### src/aabb_cr_pkg.sv
package aabb_cr_pkg;

  localparam int POS_W  = 24;
  localparam int SIZE_W = 16;
  // Doubled centre difference 2*(b - a).
  localparam int DIFF_W = POS_W + 2;
  // Sum of two sizes, which is twice the sum of the half sizes.
  localparam int SUM_W  = SIZE_W + 1;
  // Penetration on an overlapping axis is below SUM_W bits in magnitude.
  localparam int PEN_W  = SUM_W + 1;

  localparam int IN_TDATA_W  = 168;
  localparam int OUT_TDATA_W = 104;

  localparam logic signed [POS_W-1:0] POS_MAX = {1'b0, {(POS_W-1){1'b1}}};
  localparam logic signed [POS_W-1:0] POS_MIN = {1'b1, {(POS_W-1){1'b0}}};

  typedef struct packed {
    logic signed [POS_W-1:0] a_x;
    logic signed [POS_W-1:0] a_y;
    logic [SIZE_W-1:0]       a_width;
    logic [SIZE_W-1:0]       a_height;
    logic                    a_fixed;
    logic signed [POS_W-1:0] b_x;
    logic signed [POS_W-1:0] b_y;
    logic [SIZE_W-1:0]       b_width;
    logic [SIZE_W-1:0]       b_height;
    logic                    b_fixed;
  } pair_t;

  // Positions and flags that travel unchanged down the pipeline.
  typedef struct packed {
    logic signed [POS_W-1:0] a_x;
    logic signed [POS_W-1:0] a_y;
    logic                    a_fixed;
    logic signed [POS_W-1:0] b_x;
    logic signed [POS_W-1:0] b_y;
    logic                    b_fixed;
  } pos_t;

  typedef struct packed {
    pos_t                     pos;
    logic signed [DIFF_W-1:0] rx;
    logic signed [DIFF_W-1:0] ry;
    logic [SUM_W-1:0]         sx;
    logic [SUM_W-1:0]         sy;
  } diff_t;

  typedef struct packed {
    pos_t                    pos;
    logic                    hit;
    logic signed [PEN_W-1:0] dx;
    logic signed [PEN_W-1:0] dy;
  } pen_t;

  typedef struct packed {
    pos_t                    pos;
    logic                    hit;
    logic signed [PEN_W-1:0] px;
    logic signed [PEN_W-1:0] py;
  } push_t;

  typedef struct packed {
    logic signed [POS_W-1:0] new_b_y;
    logic signed [POS_W-1:0] new_b_x;
    logic signed [POS_W-1:0] new_a_y;
    logic signed [POS_W-1:0] new_a_x;
    logic                    collided;
  } result_t;

endpackage

### src/aabb_cr_diff.sv
module aabb_cr_diff (
  input  logic               clk,
  input  logic               rst_n,
  input  logic               in_valid,
  output logic               in_ready,
  input  aabb_cr_pkg::pair_t in_data,
  output logic               out_valid,
  input  logic               out_ready,
  output aabb_cr_pkg::diff_t out_data
);
  import aabb_cr_pkg::*;

  logic  valid_r, valid_nxt;
  diff_t data_r, data_nxt;

  assign in_ready = !valid_r || out_ready;

  always_comb begin
    valid_nxt = valid_r;
    if (in_ready) begin
      valid_nxt = in_valid;
    end
    data_nxt.pos.a_x     = in_data.a_x;
    data_nxt.pos.a_y     = in_data.a_y;
    data_nxt.pos.a_fixed = in_data.a_fixed;
    data_nxt.pos.b_x     = in_data.b_x;
    data_nxt.pos.b_y     = in_data.b_y;
    data_nxt.pos.b_fixed = in_data.b_fixed;
    data_nxt.rx = {({in_data.b_x[POS_W-1], in_data.b_x}
                  - {in_data.a_x[POS_W-1], in_data.a_x}), 1'b0};
    data_nxt.ry = {({in_data.b_y[POS_W-1], in_data.b_y}
                  - {in_data.a_y[POS_W-1], in_data.a_y}), 1'b0};
    data_nxt.sx = {1'b0, in_data.a_width} + {1'b0, in_data.b_width};
    data_nxt.sy = {1'b0, in_data.a_height} + {1'b0, in_data.b_height};
  end

  always_ff @(posedge clk) begin
    if (!rst_n) begin
      valid_r <= 1'b0;
    end else begin
      valid_r <= valid_nxt;
    end
  end

  always_ff @(posedge clk) begin
    if (in_ready && in_valid) begin
      data_r <= data_nxt;
    end
  end

  assign out_valid = valid_r;
  assign out_data  = data_r;

endmodule

### src/aabb_cr_pen.sv
module aabb_cr_pen (
  input  logic               clk,
  input  logic               rst_n,
  input  logic               in_valid,
  output logic               in_ready,
  input  aabb_cr_pkg::diff_t in_data,
  output logic               out_valid,
  input  logic               out_ready,
  output aabb_cr_pkg::pen_t  out_data
);
  import aabb_cr_pkg::*;

  localparam int EXT_W = DIFF_W + 1;

  logic                    valid_r, valid_nxt;
  pen_t                    data_r, data_nxt;
  logic signed [EXT_W-1:0] rxe, rye, sxe, sye;
  logic signed [EXT_W-1:0] dx_full, dy_full;
  logic                    ovl_x, ovl_y;

  assign in_ready = !valid_r || out_ready;

  always_comb begin
    rxe = {in_data.rx[DIFF_W-1], in_data.rx};
    rye = {in_data.ry[DIFF_W-1], in_data.ry};
    sxe = {{(EXT_W-SUM_W){1'b0}}, in_data.sx};
    sye = {{(EXT_W-SUM_W){1'b0}}, in_data.sy};
    // Strict overlap on an axis: -s < r < s.
    ovl_x = ((rxe + sxe) > 0) && ((rxe - sxe) < 0);
    ovl_y = ((rye + sye) > 0) && ((rye - sye) < 0);
    // Equal centres count as B lying on the negative side.
    dx_full = (rxe > 0) ? rxe - sxe : rxe + sxe;
    dy_full = (rye > 0) ? rye - sye : rye + sye;

    valid_nxt = valid_r;
    if (in_ready) begin
      valid_nxt = in_valid;
    end
    data_nxt.pos = in_data.pos;
    data_nxt.hit = ovl_x && ovl_y && !(in_data.pos.a_fixed && in_data.pos.b_fixed);
    data_nxt.dx  = dx_full[PEN_W-1:0];
    data_nxt.dy  = dy_full[PEN_W-1:0];
  end

  always_ff @(posedge clk) begin
    if (!rst_n) begin
      valid_r <= 1'b0;
    end else begin
      valid_r <= valid_nxt;
    end
  end

  always_ff @(posedge clk) begin
    if (in_ready && in_valid) begin
      data_r <= data_nxt;
    end
  end

  assign out_valid = valid_r;
  assign out_data  = data_r;

endmodule

### src/aabb_cr_push.sv
module aabb_cr_push (
  input  logic               clk,
  input  logic               rst_n,
  input  logic               in_valid,
  output logic               in_ready,
  input  aabb_cr_pkg::pen_t  in_data,
  output logic               out_valid,
  input  logic               out_ready,
  output aabb_cr_pkg::push_t out_data
);
  import aabb_cr_pkg::*;

  logic                    valid_r, valid_nxt;
  push_t                   data_r, data_nxt;
  logic [PEN_W-1:0]        mag_x, mag_y;
  logic signed [PEN_W-1:0] sel_x, sel_y;
  logic                    both_move;

  assign in_ready = !valid_r || out_ready;

  always_comb begin
    mag_x = in_data.dx[PEN_W-1] ? PEN_W'(-in_data.dx) : PEN_W'(in_data.dx);
    mag_y = in_data.dy[PEN_W-1] ? PEN_W'(-in_data.dy) : PEN_W'(in_data.dy);
    // Keep the shallower axis; a tie resolves along y.
    if (mag_x < mag_y) begin
      sel_x = in_data.dx;
      sel_y = '0;
    end else begin
      sel_x = '0;
      sel_y = in_data.dy;
    end
    both_move = !in_data.pos.a_fixed && !in_data.pos.b_fixed;

    valid_nxt = valid_r;
    if (in_ready) begin
      valid_nxt = in_valid;
    end
    data_nxt.pos = in_data.pos;
    data_nxt.hit = in_data.hit;
    // The arithmetic shift floors, which splits the doubled push.
    data_nxt.px  = both_move ? (sel_x >>> 2) : (sel_x >>> 1);
    data_nxt.py  = both_move ? (sel_y >>> 2) : (sel_y >>> 1);
  end

  always_ff @(posedge clk) begin
    if (!rst_n) begin
      valid_r <= 1'b0;
    end else begin
      valid_r <= valid_nxt;
    end
  end

  always_ff @(posedge clk) begin
    if (in_ready && in_valid) begin
      data_r <= data_nxt;
    end
  end

  assign out_valid = valid_r;
  assign out_data  = data_r;

endmodule

### src/aabb_cr_apply.sv
module aabb_cr_apply (
  input  logic                 clk,
  input  logic                 rst_n,
  input  logic                 in_valid,
  output logic                 in_ready,
  input  aabb_cr_pkg::push_t   in_data,
  output logic                 out_valid,
  input  logic                 out_ready,
  output aabb_cr_pkg::result_t out_data
);
  import aabb_cr_pkg::*;

  logic    valid_r, valid_nxt;
  result_t data_r, data_nxt;

  function automatic logic signed [POS_W-1:0] move_sat(
    input logic signed [POS_W-1:0] p,
    input logic signed [PEN_W-1:0] d,
    input logic                    neg
  );
    logic signed [POS_W:0] pe;
    logic signed [POS_W:0] de;
    logic signed [POS_W:0] s;
    pe = {p[POS_W-1], p};
    de = {{(POS_W+1-PEN_W){d[PEN_W-1]}}, d};
    s  = neg ? pe - de : pe + de;
    if (s[POS_W] != s[POS_W-1]) begin
      move_sat = s[POS_W] ? POS_MIN : POS_MAX;
    end else begin
      move_sat = s[POS_W-1:0];
    end
  endfunction

  assign in_ready = !valid_r || out_ready;

  always_comb begin
    valid_nxt = valid_r;
    if (in_ready) begin
      valid_nxt = in_valid;
    end
    data_nxt.collided = in_data.hit;
    data_nxt.new_a_x  = in_data.pos.a_x;
    data_nxt.new_a_y  = in_data.pos.a_y;
    data_nxt.new_b_x  = in_data.pos.b_x;
    data_nxt.new_b_y  = in_data.pos.b_y;
    if (in_data.hit && !in_data.pos.a_fixed) begin
      data_nxt.new_a_x = move_sat(in_data.pos.a_x, in_data.px, 1'b0);
      data_nxt.new_a_y = move_sat(in_data.pos.a_y, in_data.py, 1'b0);
    end
    if (in_data.hit && !in_data.pos.b_fixed) begin
      data_nxt.new_b_x = move_sat(in_data.pos.b_x, in_data.px, 1'b1);
      data_nxt.new_b_y = move_sat(in_data.pos.b_y, in_data.py, 1'b1);
    end
  end

  always_ff @(posedge clk) begin
    if (!rst_n) begin
      valid_r <= 1'b0;
    end else begin
      valid_r <= valid_nxt;
    end
  end

  always_ff @(posedge clk) begin
    if (in_ready && in_valid) begin
      data_r <= data_nxt;
    end
  end

  assign out_valid = valid_r;
  assign out_data  = data_r;

endmodule

### src/aabb_collision_resolve.sv
// Channel  Direction  Handshake            Word
// in_      slave      in_tvalid/in_tready   in_tdata, 168 bits: one pair of boxes
// out_     master     out_tvalid/out_tready out_tdata, 104 bits: flag and new centres
//
// Each word passes through four register stages: centre differences and size
// sums, overlap test and penetration, axis choice and push split, then the
// saturating position update, which is also the output register.
// out_tvalid rises once a word has passed each stage register in turn; one
// word is taken in every cycle while out_tready stays high.
// Reset (rst_n low, synchronous) empties every stage; no payload is cleared.
// Each stage has its own valid bit and fills whenever it is empty, so a stall
// at the output only stops input once all four stages are full.
module aabb_collision_resolve (
  input  logic                                clk,
  input  logic                                rst_n,
  input  logic                                in_tvalid,
  output logic                                in_tready,
  // Fields from bit 0 up: a_x[24], a_y[24], a_width[16], a_height[16],
  // a_fixed[1], b_x[24], b_y[24], b_width[16], b_height[16], b_fixed[1],
  // then six zero bits.
  input  logic [aabb_cr_pkg::IN_TDATA_W-1:0]  in_tdata,
  output logic                                out_tvalid,
  input  logic                                out_tready,
  // Fields from bit 0 up: collided[1], new_a_x[24], new_a_y[24],
  // new_b_x[24], new_b_y[24], then seven zero bits.
  output logic [aabb_cr_pkg::OUT_TDATA_W-1:0] out_tdata
);
  import aabb_cr_pkg::*;

  pair_t   in_pair;
  diff_t   s1_data;
  pen_t    s2_data;
  push_t   s3_data;
  result_t s4_data;
  logic    s1_valid, s1_ready;
  logic    s2_valid, s2_ready;
  logic    s3_valid, s3_ready;

  // Unpack the input word, first field in the lowest bits.
  assign in_pair.a_x      = in_tdata[23:0];
  assign in_pair.a_y      = in_tdata[47:24];
  assign in_pair.a_width  = in_tdata[63:48];
  assign in_pair.a_height = in_tdata[79:64];
  assign in_pair.a_fixed  = in_tdata[80];
  assign in_pair.b_x      = in_tdata[104:81];
  assign in_pair.b_y      = in_tdata[128:105];
  assign in_pair.b_width  = in_tdata[144:129];
  assign in_pair.b_height = in_tdata[160:145];
  assign in_pair.b_fixed  = in_tdata[161];

  aabb_cr_diff u_diff (
    .clk       (clk),
    .rst_n     (rst_n),
    .in_valid  (in_tvalid),
    .in_ready  (in_tready),
    .in_data   (in_pair),
    .out_valid (s1_valid),
    .out_ready (s1_ready),
    .out_data  (s1_data)
  );

  aabb_cr_pen u_pen (
    .clk       (clk),
    .rst_n     (rst_n),
    .in_valid  (s1_valid),
    .in_ready  (s1_ready),
    .in_data   (s1_data),
    .out_valid (s2_valid),
    .out_ready (s2_ready),
    .out_data  (s2_data)
  );

  aabb_cr_push u_push (
    .clk       (clk),
    .rst_n     (rst_n),
    .in_valid  (s2_valid),
    .in_ready  (s2_ready),
    .in_data   (s2_data),
    .out_valid (s3_valid),
    .out_ready (s3_ready),
    .out_data  (s3_data)
  );

  aabb_cr_apply u_apply (
    .clk       (clk),
    .rst_n     (rst_n),
    .in_valid  (s3_valid),
    .in_ready  (s3_ready),
    .in_data   (s3_data),
    .out_valid (out_tvalid),
    .out_ready (out_tready),
    .out_data  (s4_data)
  );

  // The result struct is declared from the highest field down, so it packs
  // with collided in bit 0.
  assign out_tdata = {{(OUT_TDATA_W-$bits(result_t)){1'b0}}, s4_data};

  // A collision is never reported when both boxes are stationary.
  a_hit_needs_mover: assert property (@(posedge clk) disable iff (!rst_n)
    s2_valid && s2_data.hit |-> !(s2_data.pos.a_fixed && s2_data.pos.b_fixed))
    else $error("collision flagged for two stationary boxes");

  // The push acts along one axis only.
  a_single_axis: assert property (@(posedge clk) disable iff (!rst_n)
    s3_valid && s3_data.hit |-> (s3_data.px == '0) || (s3_data.py == '0))
    else $error("push applied on both axes");

  // A stalled word in the push stage is held, not dropped or overwritten.
  a_push_holds: assert property (@(posedge clk) disable iff (!rst_n)
    s3_valid && !s3_ready |=> s3_valid && $stable(s3_data))
    else $error("push stage lost a stalled word");

endmodule

### config.mk
export PLATFORM = sky130hd
export DESIGN_NAME = aabb_collision_resolve
export DESIGN_NICKNAME = d
export VERILOG_FILES = /design/src/aabb_cr_pkg.sv /design/src/aabb_cr_diff.sv /design/src/aabb_cr_pen.sv /design/src/aabb_cr_push.sv /design/src/aabb_cr_apply.sv /design/src/aabb_collision_resolve.sv
export SDC_FILE = /design/constraint.sdc
export NUM_CORES = 1
export LEC_CHECK = 0
export BUFFER_PORTS_ARGS = -buffer_cell sky130_fd_sc_hd__buf_4
export CORE_MARGIN = 4
export CORE_UTILIZATION = 55
export CTS_CLUSTER_SIZE = 28
export DETAILED_ROUTE_END_ITERATION = 10
export GPL_ROUTABILITY_DRIVEN = 0
export PLACE_DENSITY = 0.77
export SETUP_SLACK_MARGIN = 0.02
export SKIP_LAST_GASP = 1
export SYNTH_ARGS = -nofsm -noshare
export SYNTH_HDL_FRONTEND = slang
export SYNTH_SLANG_ARGS = --single-unit
### constraint.sdc
create_clock -name clk -period 10.2 [get_ports clk]
set_input_delay 0 -clock clk [delete_from_list [all_inputs] [get_ports clk]]
set_output_delay 0 -clock clk [all_outputs]
set_load 0.02 [all_outputs]
==> Yosys cells after proc, flatten, opt, wreduce, memory -nomap -nowiden <==
Cells that the tools add are included.
{ "totals": {"input_bits": 172, "output_inout_bits": 106, "elab_cells": 109, "register_bits": 551} }
{ "op_classes": {"addsub": 18, "mux": 18, "eq_ne": 4, "magnitude_cmp": 7, "reduce_logical": 25} }
{ "ops": {"columns": ["cell", "count"], "rows": [
  ["2-to-1 mux 24 bit", 8],
  ["2-to-1 mux 18 bit", 6],
  ["2-to-1 mux 48 bit", 2],
  ["> comparator 32 x 1 -> 1 bit (second input constant)", 2],
  ["< comparator 32 x 1 -> 1 bit (second input constant)", 2],
  ["adder 26 x 18 -> 27 bit", 2],
  ["subtractor 26 x 18 -> 27 bit", 2],
  ["> comparator 26 x 1 -> 1 bit (second input constant)", 2],
  ["adder 24 x 17 -> 25 bit", 2],
  ["subtractor 24 x 17 -> 25 bit", 2],
  ["subtractor 24 x 24 -> 25 bit", 2],
  ["adder 18 bit", 2],
  ["negation 18 bit", 2],
  ["subtractor 18 bit", 2],
  ["adder 16 x 16 -> 17 bit", 2],
  ["2-to-1 mux 16 bit", 2],
  ["< comparator 18 bit", 1],
  ["logical AND 1 bit", 12],
  ["logical NOT 1 bit", 9],
  ["logical OR 1 bit", 4],
  ["inequality test 1 bit", 4]
]} }

==> Longest topological paths before layout <==
Gate-level depths: netlist of run 1.
{ "depth": {"word_depth": 6, "ltp_mapped": 17, "depth_no_buf": 16} }

==> Modules after synthesis <==
A second synthesis of run 1 with hierarchy kept.
{ "hier_totals": {"cells_unflattened": 3173, "hier_area_um2": 34347.9} }
{ "modules_own_cells": {"columns": ["module", "area_each_um2", "cells_per_inst", "instances"], "rows": [
  ["aabb_cr_pen", 9799.4, 954, 1],
  ["aabb_cr_diff", 9459.1, 751, 1],
  ["aabb_cr_apply", 9369.0, 1102, 1],
  ["aabb_cr_push", 5664.2, 358, 1],
  ["aabb_collision_resolve", 56.3, 8, 1]
]} }

==> Worst setup path before layout of run 1 <==
No wires, ideal clock.
{ "synth_path": {"kind": "register to register", "from": "register u_apply.valid_r, in the netlist u_apply.out_valid", "to": "register u_pen.data_r (netlist bit u_pen.out_data[0]) (enable)", "synth_period_minus_slack_ps": 11354, "slack_ps": -1154, "t_arrival_ps": 10519, "stages_incl_launch_ff": 4, "setup_time_ps": 835, "cell_sequence": "dfxtp_1 -> nor2b_1 -> and2_0 -> a21boi_0"} }
{ "synth_between": {"elab_chain_cells": 5} }
{ "synth_rtl": {"columns": ["item", "line", "source"], "rows": [
  ["start: declaration", "aabb_cr_apply.sv:13", "logic valid_r, valid_nxt;"],
  ["start signal: assignment", "aabb_cr_apply.sv:60", "valid_r <= valid_nxt;"],
  ["logical NOT 1 bit", "aabb_cr_apply.sv:34", "assign in_ready = !valid_r || out_ready;"],
  ["logical OR 1 bit", "aabb_cr_apply.sv:34", null],
  ["logical OR 1 bit", "aabb_cr_push.sv:19", "assign in_ready = !valid_r || out_ready;"],
  ["logical OR 1 bit", "aabb_cr_pen.sv:21", "assign in_ready = !valid_r || out_ready;"],
  ["logical AND 1 bit", "aabb_cr_pen.sv:54", "if (in_ready && in_valid) begin"],
  ["end signal: assignment", "aabb_cr_pen.sv:55", "data_r <= data_nxt;"],
  ["end: declaration", "aabb_cr_pen.sv:16", "pen_t data_r, data_nxt;"]
]} }
Every way passes these cells.
A chain may end at the register's enable or synchronous reset.

==> summary.txt, run 1 <==
Status
  – Outcome: finished, final reports clean

CTS
  – CTS Root Cell: clkbuf_16
  – Clk sink count: 551
  – Clk buf depth: 3
  – H-Tree Depth: 2
  – Total CTS buffers: 55
  – Post-cts gate resize count: 0
  – Clk Latency, worst-skew pair: 0.63 ns
  – Clock slew at reported path FFs: ~0.060 ns
  – Postcts setup bufs: 0
  – CTS tree: yes

Placed design
  – IO Port Bufs: 264
  – DP HPWL: 60700 um

Floorplanning
  – Top-Level Pins: 278
  – Core area: 57800 sq um
  – Num rows: 88
  – Die W: 250 um
  – Die H: 250 um
  – Starting Density: 55.6%
  – Full die area: 62400 sq um

Timing
  – Fin. Hold Viols: 0
  – Total Neg Setup Slack: 0 ns
  – Least-Margin Pin Slew: 1.22 ns
  – Slew Limit Headroom: between 10% and 20%
  – Max-slew violations: 0
  – Max frequency: 0.191 GHz
  – Final setup vio count: 0
  – Clock skew: around 0.022 ns
  – Final worst-path cycle share: a little over 50%
  – RSZ-0062 raised after global routing: false
  – Final min period: 5.23 ns

Critical path
  – Worst-path maximum fanout: 22
  – Startpoint types: flip-flop
  – Worst EP arrival: 5.68 ns
  – Setup Crit Path Kind: reg2reg
  – Critical path endpoint category: flip-flop
  – Worst EP required: 10.65 ns

Global route
  – Total Routing Usage GR: 26.5%
  – First-pass GRT wire length: between 100000 and 150000 um
  – Vias in the first global route: 24.6k
  – Largest net degree at the start of global routing: 85
  – GRT overflow: 0
  – Initial antenna violation count: 6

Cells and area
  – Final core utilization: 66.9%
  – Fraction of final layout cells sized beyond drive strength 1: a little under an eighth
  – # nets final: between 3k and 4k
  – Area grow syn2layout: 20.2%

Drt
  – Post-route DRC: 0
  – WL/cell: 20.3 um
  – Pre-antenna DRT Iters: 8
  – Final wirelength: 85500 um
  – DR vias: about 25k
  – Post-route antenna net violation count: 0
  – Drt initial violations: about 2.5k
  – Vias per cell: 5.98

Power
  – PwrDens: 172 nW/um^2
  – P_leak: roughly 16 nW
  – Max VDD drop: 0.132 mV

Logic synthesis
  – Top-area cell type share of the netlist area: 51.1%
  – Seq/Total Area, Yosys: about half
  – Avg Inst Size Synth: 10.9 sq um
  – EDFF count, synth: 547
  – Post-synth ARST share: 0%
  – Synth area leaders: edfxtp_1 51%, ha_1 10%, a21oi_1 3.8%, xnor2_1 3.7%, o21ai_0 2.8%
  – Register bit count reported by yosys: between 500 and 600
  – Cell taking the most area after synthesis: edfxtp_1
  – Yosys warnings: 0
  – Post-Syn Area: ~32000 sq um
  – Count leader, synth: edfxtp_1
  – Prevailing post-synth register cell: edfxtp_1
  – Cells after Synth: 2942
  – Yosys cell types: 83
  – Most instantiated cells after synthesis: 547 x edfxtp_1, 265 x ha_1, 242 x a21oi_1, 241 x nand2_1, 234 x inv_1

Job
  – Max-cap violations: 0

Hold path
  – Hold Path Class: in2reg
final timing paths:
check / startpoint / end / slack (ns) / depth (start not counted)
worst max-delay path: u_push.out_data[19]$_DFFE_PP_ / u_apply.out_data[57]$_DFFE_PP_ / 4.97 / 16
worst min-delay path: in_tdata[69] / u_diff.out_data[6]$_DFFE_PP_ / 0.03 / 6
worst max register to register: u_push.out_data[19]$_DFFE_PP_ / u_apply.out_data[57]$_DFFE_PP_ / 4.97 / 16
worst min register to register: u_diff.out_data[152]$_DFFE_PP_ / u_pen.out_data[103]$_DFFE_PP_ / 0.40 / 0
report_power, final:
group	total [mW]	switching [mW]	internal, mW
clock	2.04	0.883	1.16
sequential	2.84	0.141	2.70
combinational	1.75	1.02	0.725
timing repair:
action	in CTS	in global routing
endpoints found under the setup margin	0	0
hold endpoints to repair	182	0
hold buffers	191	0
registers in the layout, indices dropped and copies added, names as in the netlist:
register and count:
u_apply.out_data 97, u_diff.out_valid 1, u_pen.out_data 135, u_push.out_data 133
u_pen.out_valid 1, u_diff.out_data 182, u_push.out_valid 1, u_apply.out_valid 1
kinds of logic (layout without fill, tap and decap cells):
kind of cell / Yosys count / in the layout / synth area share, %
AOI/OAI and AO/OA: 845 / 845 / 16.8
xor gates and xnor gates: 208 / 208 / 5.69
adders and majority gates: 286 / 286 / 11.3
buffers and inverters: 323 / 808 / 3.95
DFF: 551 / 551 / 51.3
muxes: 10 / 10 / 0.311
other: 1 / 12 / 0.0117
and+or+nand+nor: 718 / 718 / 10.6
worst max-delay path, stage by stage, from the launching register on:
cell and delay [ns]:
edfxtp_1 0.49, inv_1 0.16, ha_1 0.24, nor2b_1 0.15, o31a_1 0.29, o311a_1 0.36
o41ai_1 0.48, o211ai_1 0.25, nand3_1 0.11, a21oi_1 0.08, a211o_1 0.29, xor2_1 0.16
ha_1 0.58, inv_1 0.34, nor2_2 0.77, a31oi_1 0.08, o21ai_0 0.21
per-layer routing:
| layer | wire length (um) | up-vias | GRT usage (%) |
|---|---|---|---|
| li1 | - | 11742 | - |
| met1 | 33300 | 11796 | 34.0 |
| met2 | 41200 | 1335 | 45.0 |
| met3 | 7020 | 273 | 4.41 |
| met4 | 4010 | 6 | 11.0 |
| met5 | 41 | - | 0 |
through the flow:
step | instances | hold WS, ns | cell area, sq um | setup slack, ns | power [mW]
after global placement | 3903 | 0.181 | 34900 | 5.22 | 4.42
after detailed placement | 3903 | 0.180 | 34900 | 5.13 | 4.49
after floorplan | 2948 | 0.0989 | 32200 | 2.38 | 4.04
after CTS | 4198 | 0.000150 | 38700 | 5.09 | 6.60
after global routing | 4201 | 0.0577 | 38700 | 4.70 | 6.95
final | 4203 | 0.0298 | 38700 | 4.97 | 6.63
cell usage in the layout, fill, tap and decap left out, types with 19 or more instances in the layout:
master | synthesis | layout
o211ai_1 | 20 | 20
nor2b_1 | 44 | 41
inv_1 | 234 | 234
nand2b_1 | 46 | 45
nand2_1 | 241 | 241
o21a_1 | 38 | 38
xor2_1 | 70 | 70
a31oi_1 | 21 | 20
edfxtp_1 | 547 | 547
nor4_1 | 19 | 19
ha_1 | 265 | 265
o21ai_0 | 183 | 183
nor3_1 | 45 | 45
o21bai_1 | 25 | 24
a21o_1 | 71 | 71
a211oi_1 | 27 | 27
buf_4 | 8 | 279
o31ai_1 | 31 | 31
o21ai_1 | 30 | 30
nand3_1 | 43 | 43
nand4_1 | 19 | 19
dlygate4sd3_1 | 0 | 191
xnor2_1 | 137 | 137
a21oi_1 | 242 | 242
clkbuf_16 | 0 | 56
nor2_1 | 171 | 170
cell type report:
class	count	area [sq um]
flip-flops and latches	551	16500
repair buffers	470	4010
well taps	765	957
inverters	234	878
multi-input cells	2074	14500
diodes	5	12.5
clock inverters	34	343
fillers	4085	19100
clock buffers	70	1500
No activity file was read; power rests on OpenSTA's default activity.
==> run 2, diff against run 1 <==
--- a/config.mk
+++ b/config.mk
@@ -5,6 +5,7 @@
 export SDC_FILE = /design/constraint.sdc
 export NUM_CORES = 1
 export LEC_CHECK = 0
+export ABC_AREA = 1
 export BUFFER_PORTS_ARGS = -buffer_cell sky130_fd_sc_hd__buf_4
 export CORE_MARGIN = 4
 export CORE_UTILIZATION = 55
==> constraint.sdc (replaced) <==
create_clock -name clk -period 4.7 [get_ports clk]
set_input_delay 0 -clock clk [delete_from_list [all_inputs] [get_ports clk]]
set_output_delay 0 -clock clk [all_outputs]
set_load 0.02 [all_outputs]
==> run 2 against run 1 <==
  * Wire length up 11%
  * Global-route usage grew 1.0 points
  * Die area increased by 7.6%
  * Area after synthesis grew 7.8%
  * Clock-buffer cell count decreased by 5
  * Design area is 6.2% higher
  * Core utilization decreased by 0.71 points
  * Clock power up 110%
  * Total power rose by 120%
  * First-iteration DRC count up 17%
  * Final cell count increased by 24%
  * Maximum frequency is 30% higher
  * Critical path type unchanged
==> summary.txt, run 2 <==
Critical path
  – Worst-path maximum fanout: 12
  – Worst EP arrival: roughly 4.5 ns
  – Worst EP required: 5.16 ns
  – Crit path max-delay family: simple AND/OR/NAND/NOR gates
  – Most frequent CP cell: nand2_1
  – Slowest cell on the critical path: edfxtp_1
  – Worst path buffer plus inverter count: 4
  – Setup Crit Path Kind: reg2reg
  – Slowest cell delay on critical path: 0.59 ns
  – Critical path, cell by cell: inv_1 -> ha_1 -> nand2_1 -> nor2_1 -> inv_1 -> nor2_1 -> nand4_1 -> nand3_1 -> nand2_1 -> nand2_1 -> nand3_1 -> nand3_1 -> nand2_1 -> nand2_1 -> inv_1 -> ha_1 -> inv_1 -> o21ai_0 -> a21oi_1 -> nor2_1 -> a21oi_1
  – Critical path endpoint category: flip-flop
  – Startpoint types: flip-flop

Timing
  – Final setup vio count: 0
  – Max-slew violations: 0
  – Clock skew: between 0.04 and 0.05 ns
  – Final worst-path cycle share: between 80% and 90%
  – Total Neg Setup Slack: 0 ns
  – Post-route setup slack: 0.667 ns
  – Final min period: between 4 and 5 ns
  – Fin. Hold Viols: 0
  – RSZ-0062 raised after global routing: false
  – Slew Limit Headroom: 37.9%
  – Max frequency: 0.248 GHz
  – Least-Margin Pin Slew: 0.930 ns

Logic synthesis
  – Seq/Total Area, Yosys: 47.6%
  – Cells after Synth: 3887
  – Post-Syn Area: 34700 sq um
  – Yosys warnings: 0
  – Count leader, synth: nand2_1
  – Top-area cell type share of the netlist area: 47.4%
  – Most instantiated cells after synthesis: 887 x nand2_1, 547 x edfxtp_1, 502 x inv_1, 365 x nor2_1, 282 x a21oi_1
  – Yosys cell types: 66
  – Post-synth ARST share: 0%
  – EDFF count, synth: 547
  – Register bit count reported by yosys: about 550
  – Cell taking the most area after synthesis: edfxtp_1
  – Prevailing post-synth register cell: edfxtp_1
  – Synth area leaders: edfxtp_1 47%, nand2_1 9.6%, ha_1 9.6%, inv_1 5.4%, a21oi_1 4.1%
  – Avg Inst Size Synth: between 8 and 9 sq um

Placed design
  – Pre-CTS setup slack: 0.743 ns
  – DP HPWL: 68000 um
  – IO Port Bufs: 264

Global route
  – First-pass GRT wire length: 147000 um
  – Total Routing Usage GR: 27.5%
  – Vias in the first global route: 27.5k
  – GRT overflow: 0
  – Initial antenna violation count: 5
  – Largest net degree at the start of global routing: 136

Floorplanning
  – Starting Density: 55.9%
  – Core area: 62100 sq um
  – Die W: 259 um
  – Top-Level Pins: 278
  – Num rows: between 90 and 100
  – Full die area: 67100 sq um
  – Die H: about 260 um

Drt
  – Vias per cell: 5.61
  – Met2 routed WL: 43200 um
  – Drt initial violations: slightly below 3k
  – DR vias: around 29k
  – WL/cell: 18.2 um
  – Final wirelength: 95300 um
  – Post-route DRC: 0
  – WL met3: approximately 9600 um
  – Post-route antenna net violation count: 0
  – Pre-antenna DRT Iters: 6
  – Met1 WL: 37600 um
  – Highest Signal Layer: met5

CTS
  – Clk buf depth: 3
  – Postcts setup bufs: 0
  – Clock slew at reported path FFs: 0.06 ns
  – Post-cts gate resize count: 0
  – Post-CTS Hold Fix Bufs: ~190
  – H-Tree Depth: 2
  – CTS Root Cell: clkbuf_16
  – Clk sink count: 551
  – Total CTS buffers: 55
  – Clk Latency, worst-skew pair: 0.65 ns
  – CTS tree: yes

Power
  – PwrDens: 356 nW/um^2
  – P_leak: 18.2 nW
  – Max VDD drop: 0.298 mV
  – Final Power: between 10 and 15 mW

Hold path
  – Hold Path Class: in2reg

Cells and area
  – Commonest cells after routing, fill and taps aside: 887 x nand2_1, 547 x edfxtp_1, 500 x inv_1
  – Area grow syn2layout: 18.4%
  – Largest register FFs: approximately 180
  – # nets final: approximately 4.8k
  – Most common cell after layout, fill and taps aside: nand2_1
  – Fraction of final layout cells sized beyond drive strength 1: 10.7%

Status
  – Outcome: finished, final reports clean

Job
  – Max-cap violations: 0
-- run 2: metal layers --
metal  global-route usage, %  vias to the layer above
met3                    4.60                      312
met5                       0                        -
li1                        -                    14074
met1                    37.1                    13404
met4                    11.8                        4
met2                    44.5                     1521
-- run 2: through the flow --
step	instances	cell area [sq um]	util, %	hold slack (ns)
after floorplan	3893	34700	-	0.0989
after CTS	5218	41100	66.2	0.00102
after detailed placement	4933	37500	60.4	0.182
after global placement	4933	37500	60.4	0.179
after global routing	5221	41100	66.2	0.0658
final	5221	41100	66.2	0.0235
-- run 2: kinds of logic (layout without fill, tap and decap cells) --
kind of cell | Yosys count | in the layout | share of synthesized area [%]
multiplexers | 3 | 3 | 0.0866
other | 1 | 10 | 0.0108
XOR/XNOR | 173 | 173 | 4.37
AO/OA/AOI/OAI | 651 | 651 | 10.9
flip-flops | 551 | 551 | 47.6
AND/OR/NAND/NOR | 1646 | 1646 | 20.0
adder cells (fa/ha/maj) | 277 | 277 | 10.3
buffers and inverters | 585 | 1073 | 6.79
-- run 2: final cells by class --
type                       instances  area, sq um
sequential                       551        16500
clock inverter                    33          292
multi-input combinational       2757        15900
timing repair buffer             466         4020
fill                            4837        21000
tap                              837         1050
inverter                         509         1920
clock buffer                      65         1410
antenna                            3         7.51
-- run 2: worst reg2reg max path, delay by kind of cell (launching register included) --
| kind | cells | cell delay [ns] |
|---|---|---|
| flip-flops | 1 | 0.59 |
| AO/OA/AOI/OAI | 3 | 0.55 |
| AND/OR/NAND/NOR | 12 | 1.22 |
| buffers and inverters | 4 | 0.73 |
| adder cells (fa/ha/maj) | 2 | 0.75 |
-- run 2: worst paths after layout --
check,start,to,slack [ns],depth (start not counted)
setup / recovery,u_push.out_data[34]$_DFFE_PP_,u_apply.out_data[52]$_DFFE_PP_,0.67,21
hold / removal,in_tdata[49],u_diff.out_data[19]$_DFFE_PP_,0.02,4
setup reg to reg,u_push.out_data[34]$_DFFE_PP_,u_apply.out_data[52]$_DFFE_PP_,0.67,21
hold reg to reg,u_pen.out_data[91]$_DFFE_PP_,u_push.out_data[91]$_DFFE_PP_,0.38,0
-- run 2: where the power goes --
group	internal (mW)	leakage (nW)	switching, mW
Clock	2.28	0.802	1.96
Sequential	5.86	5.19	0.255
Combinational	1.53	12.2	2.73
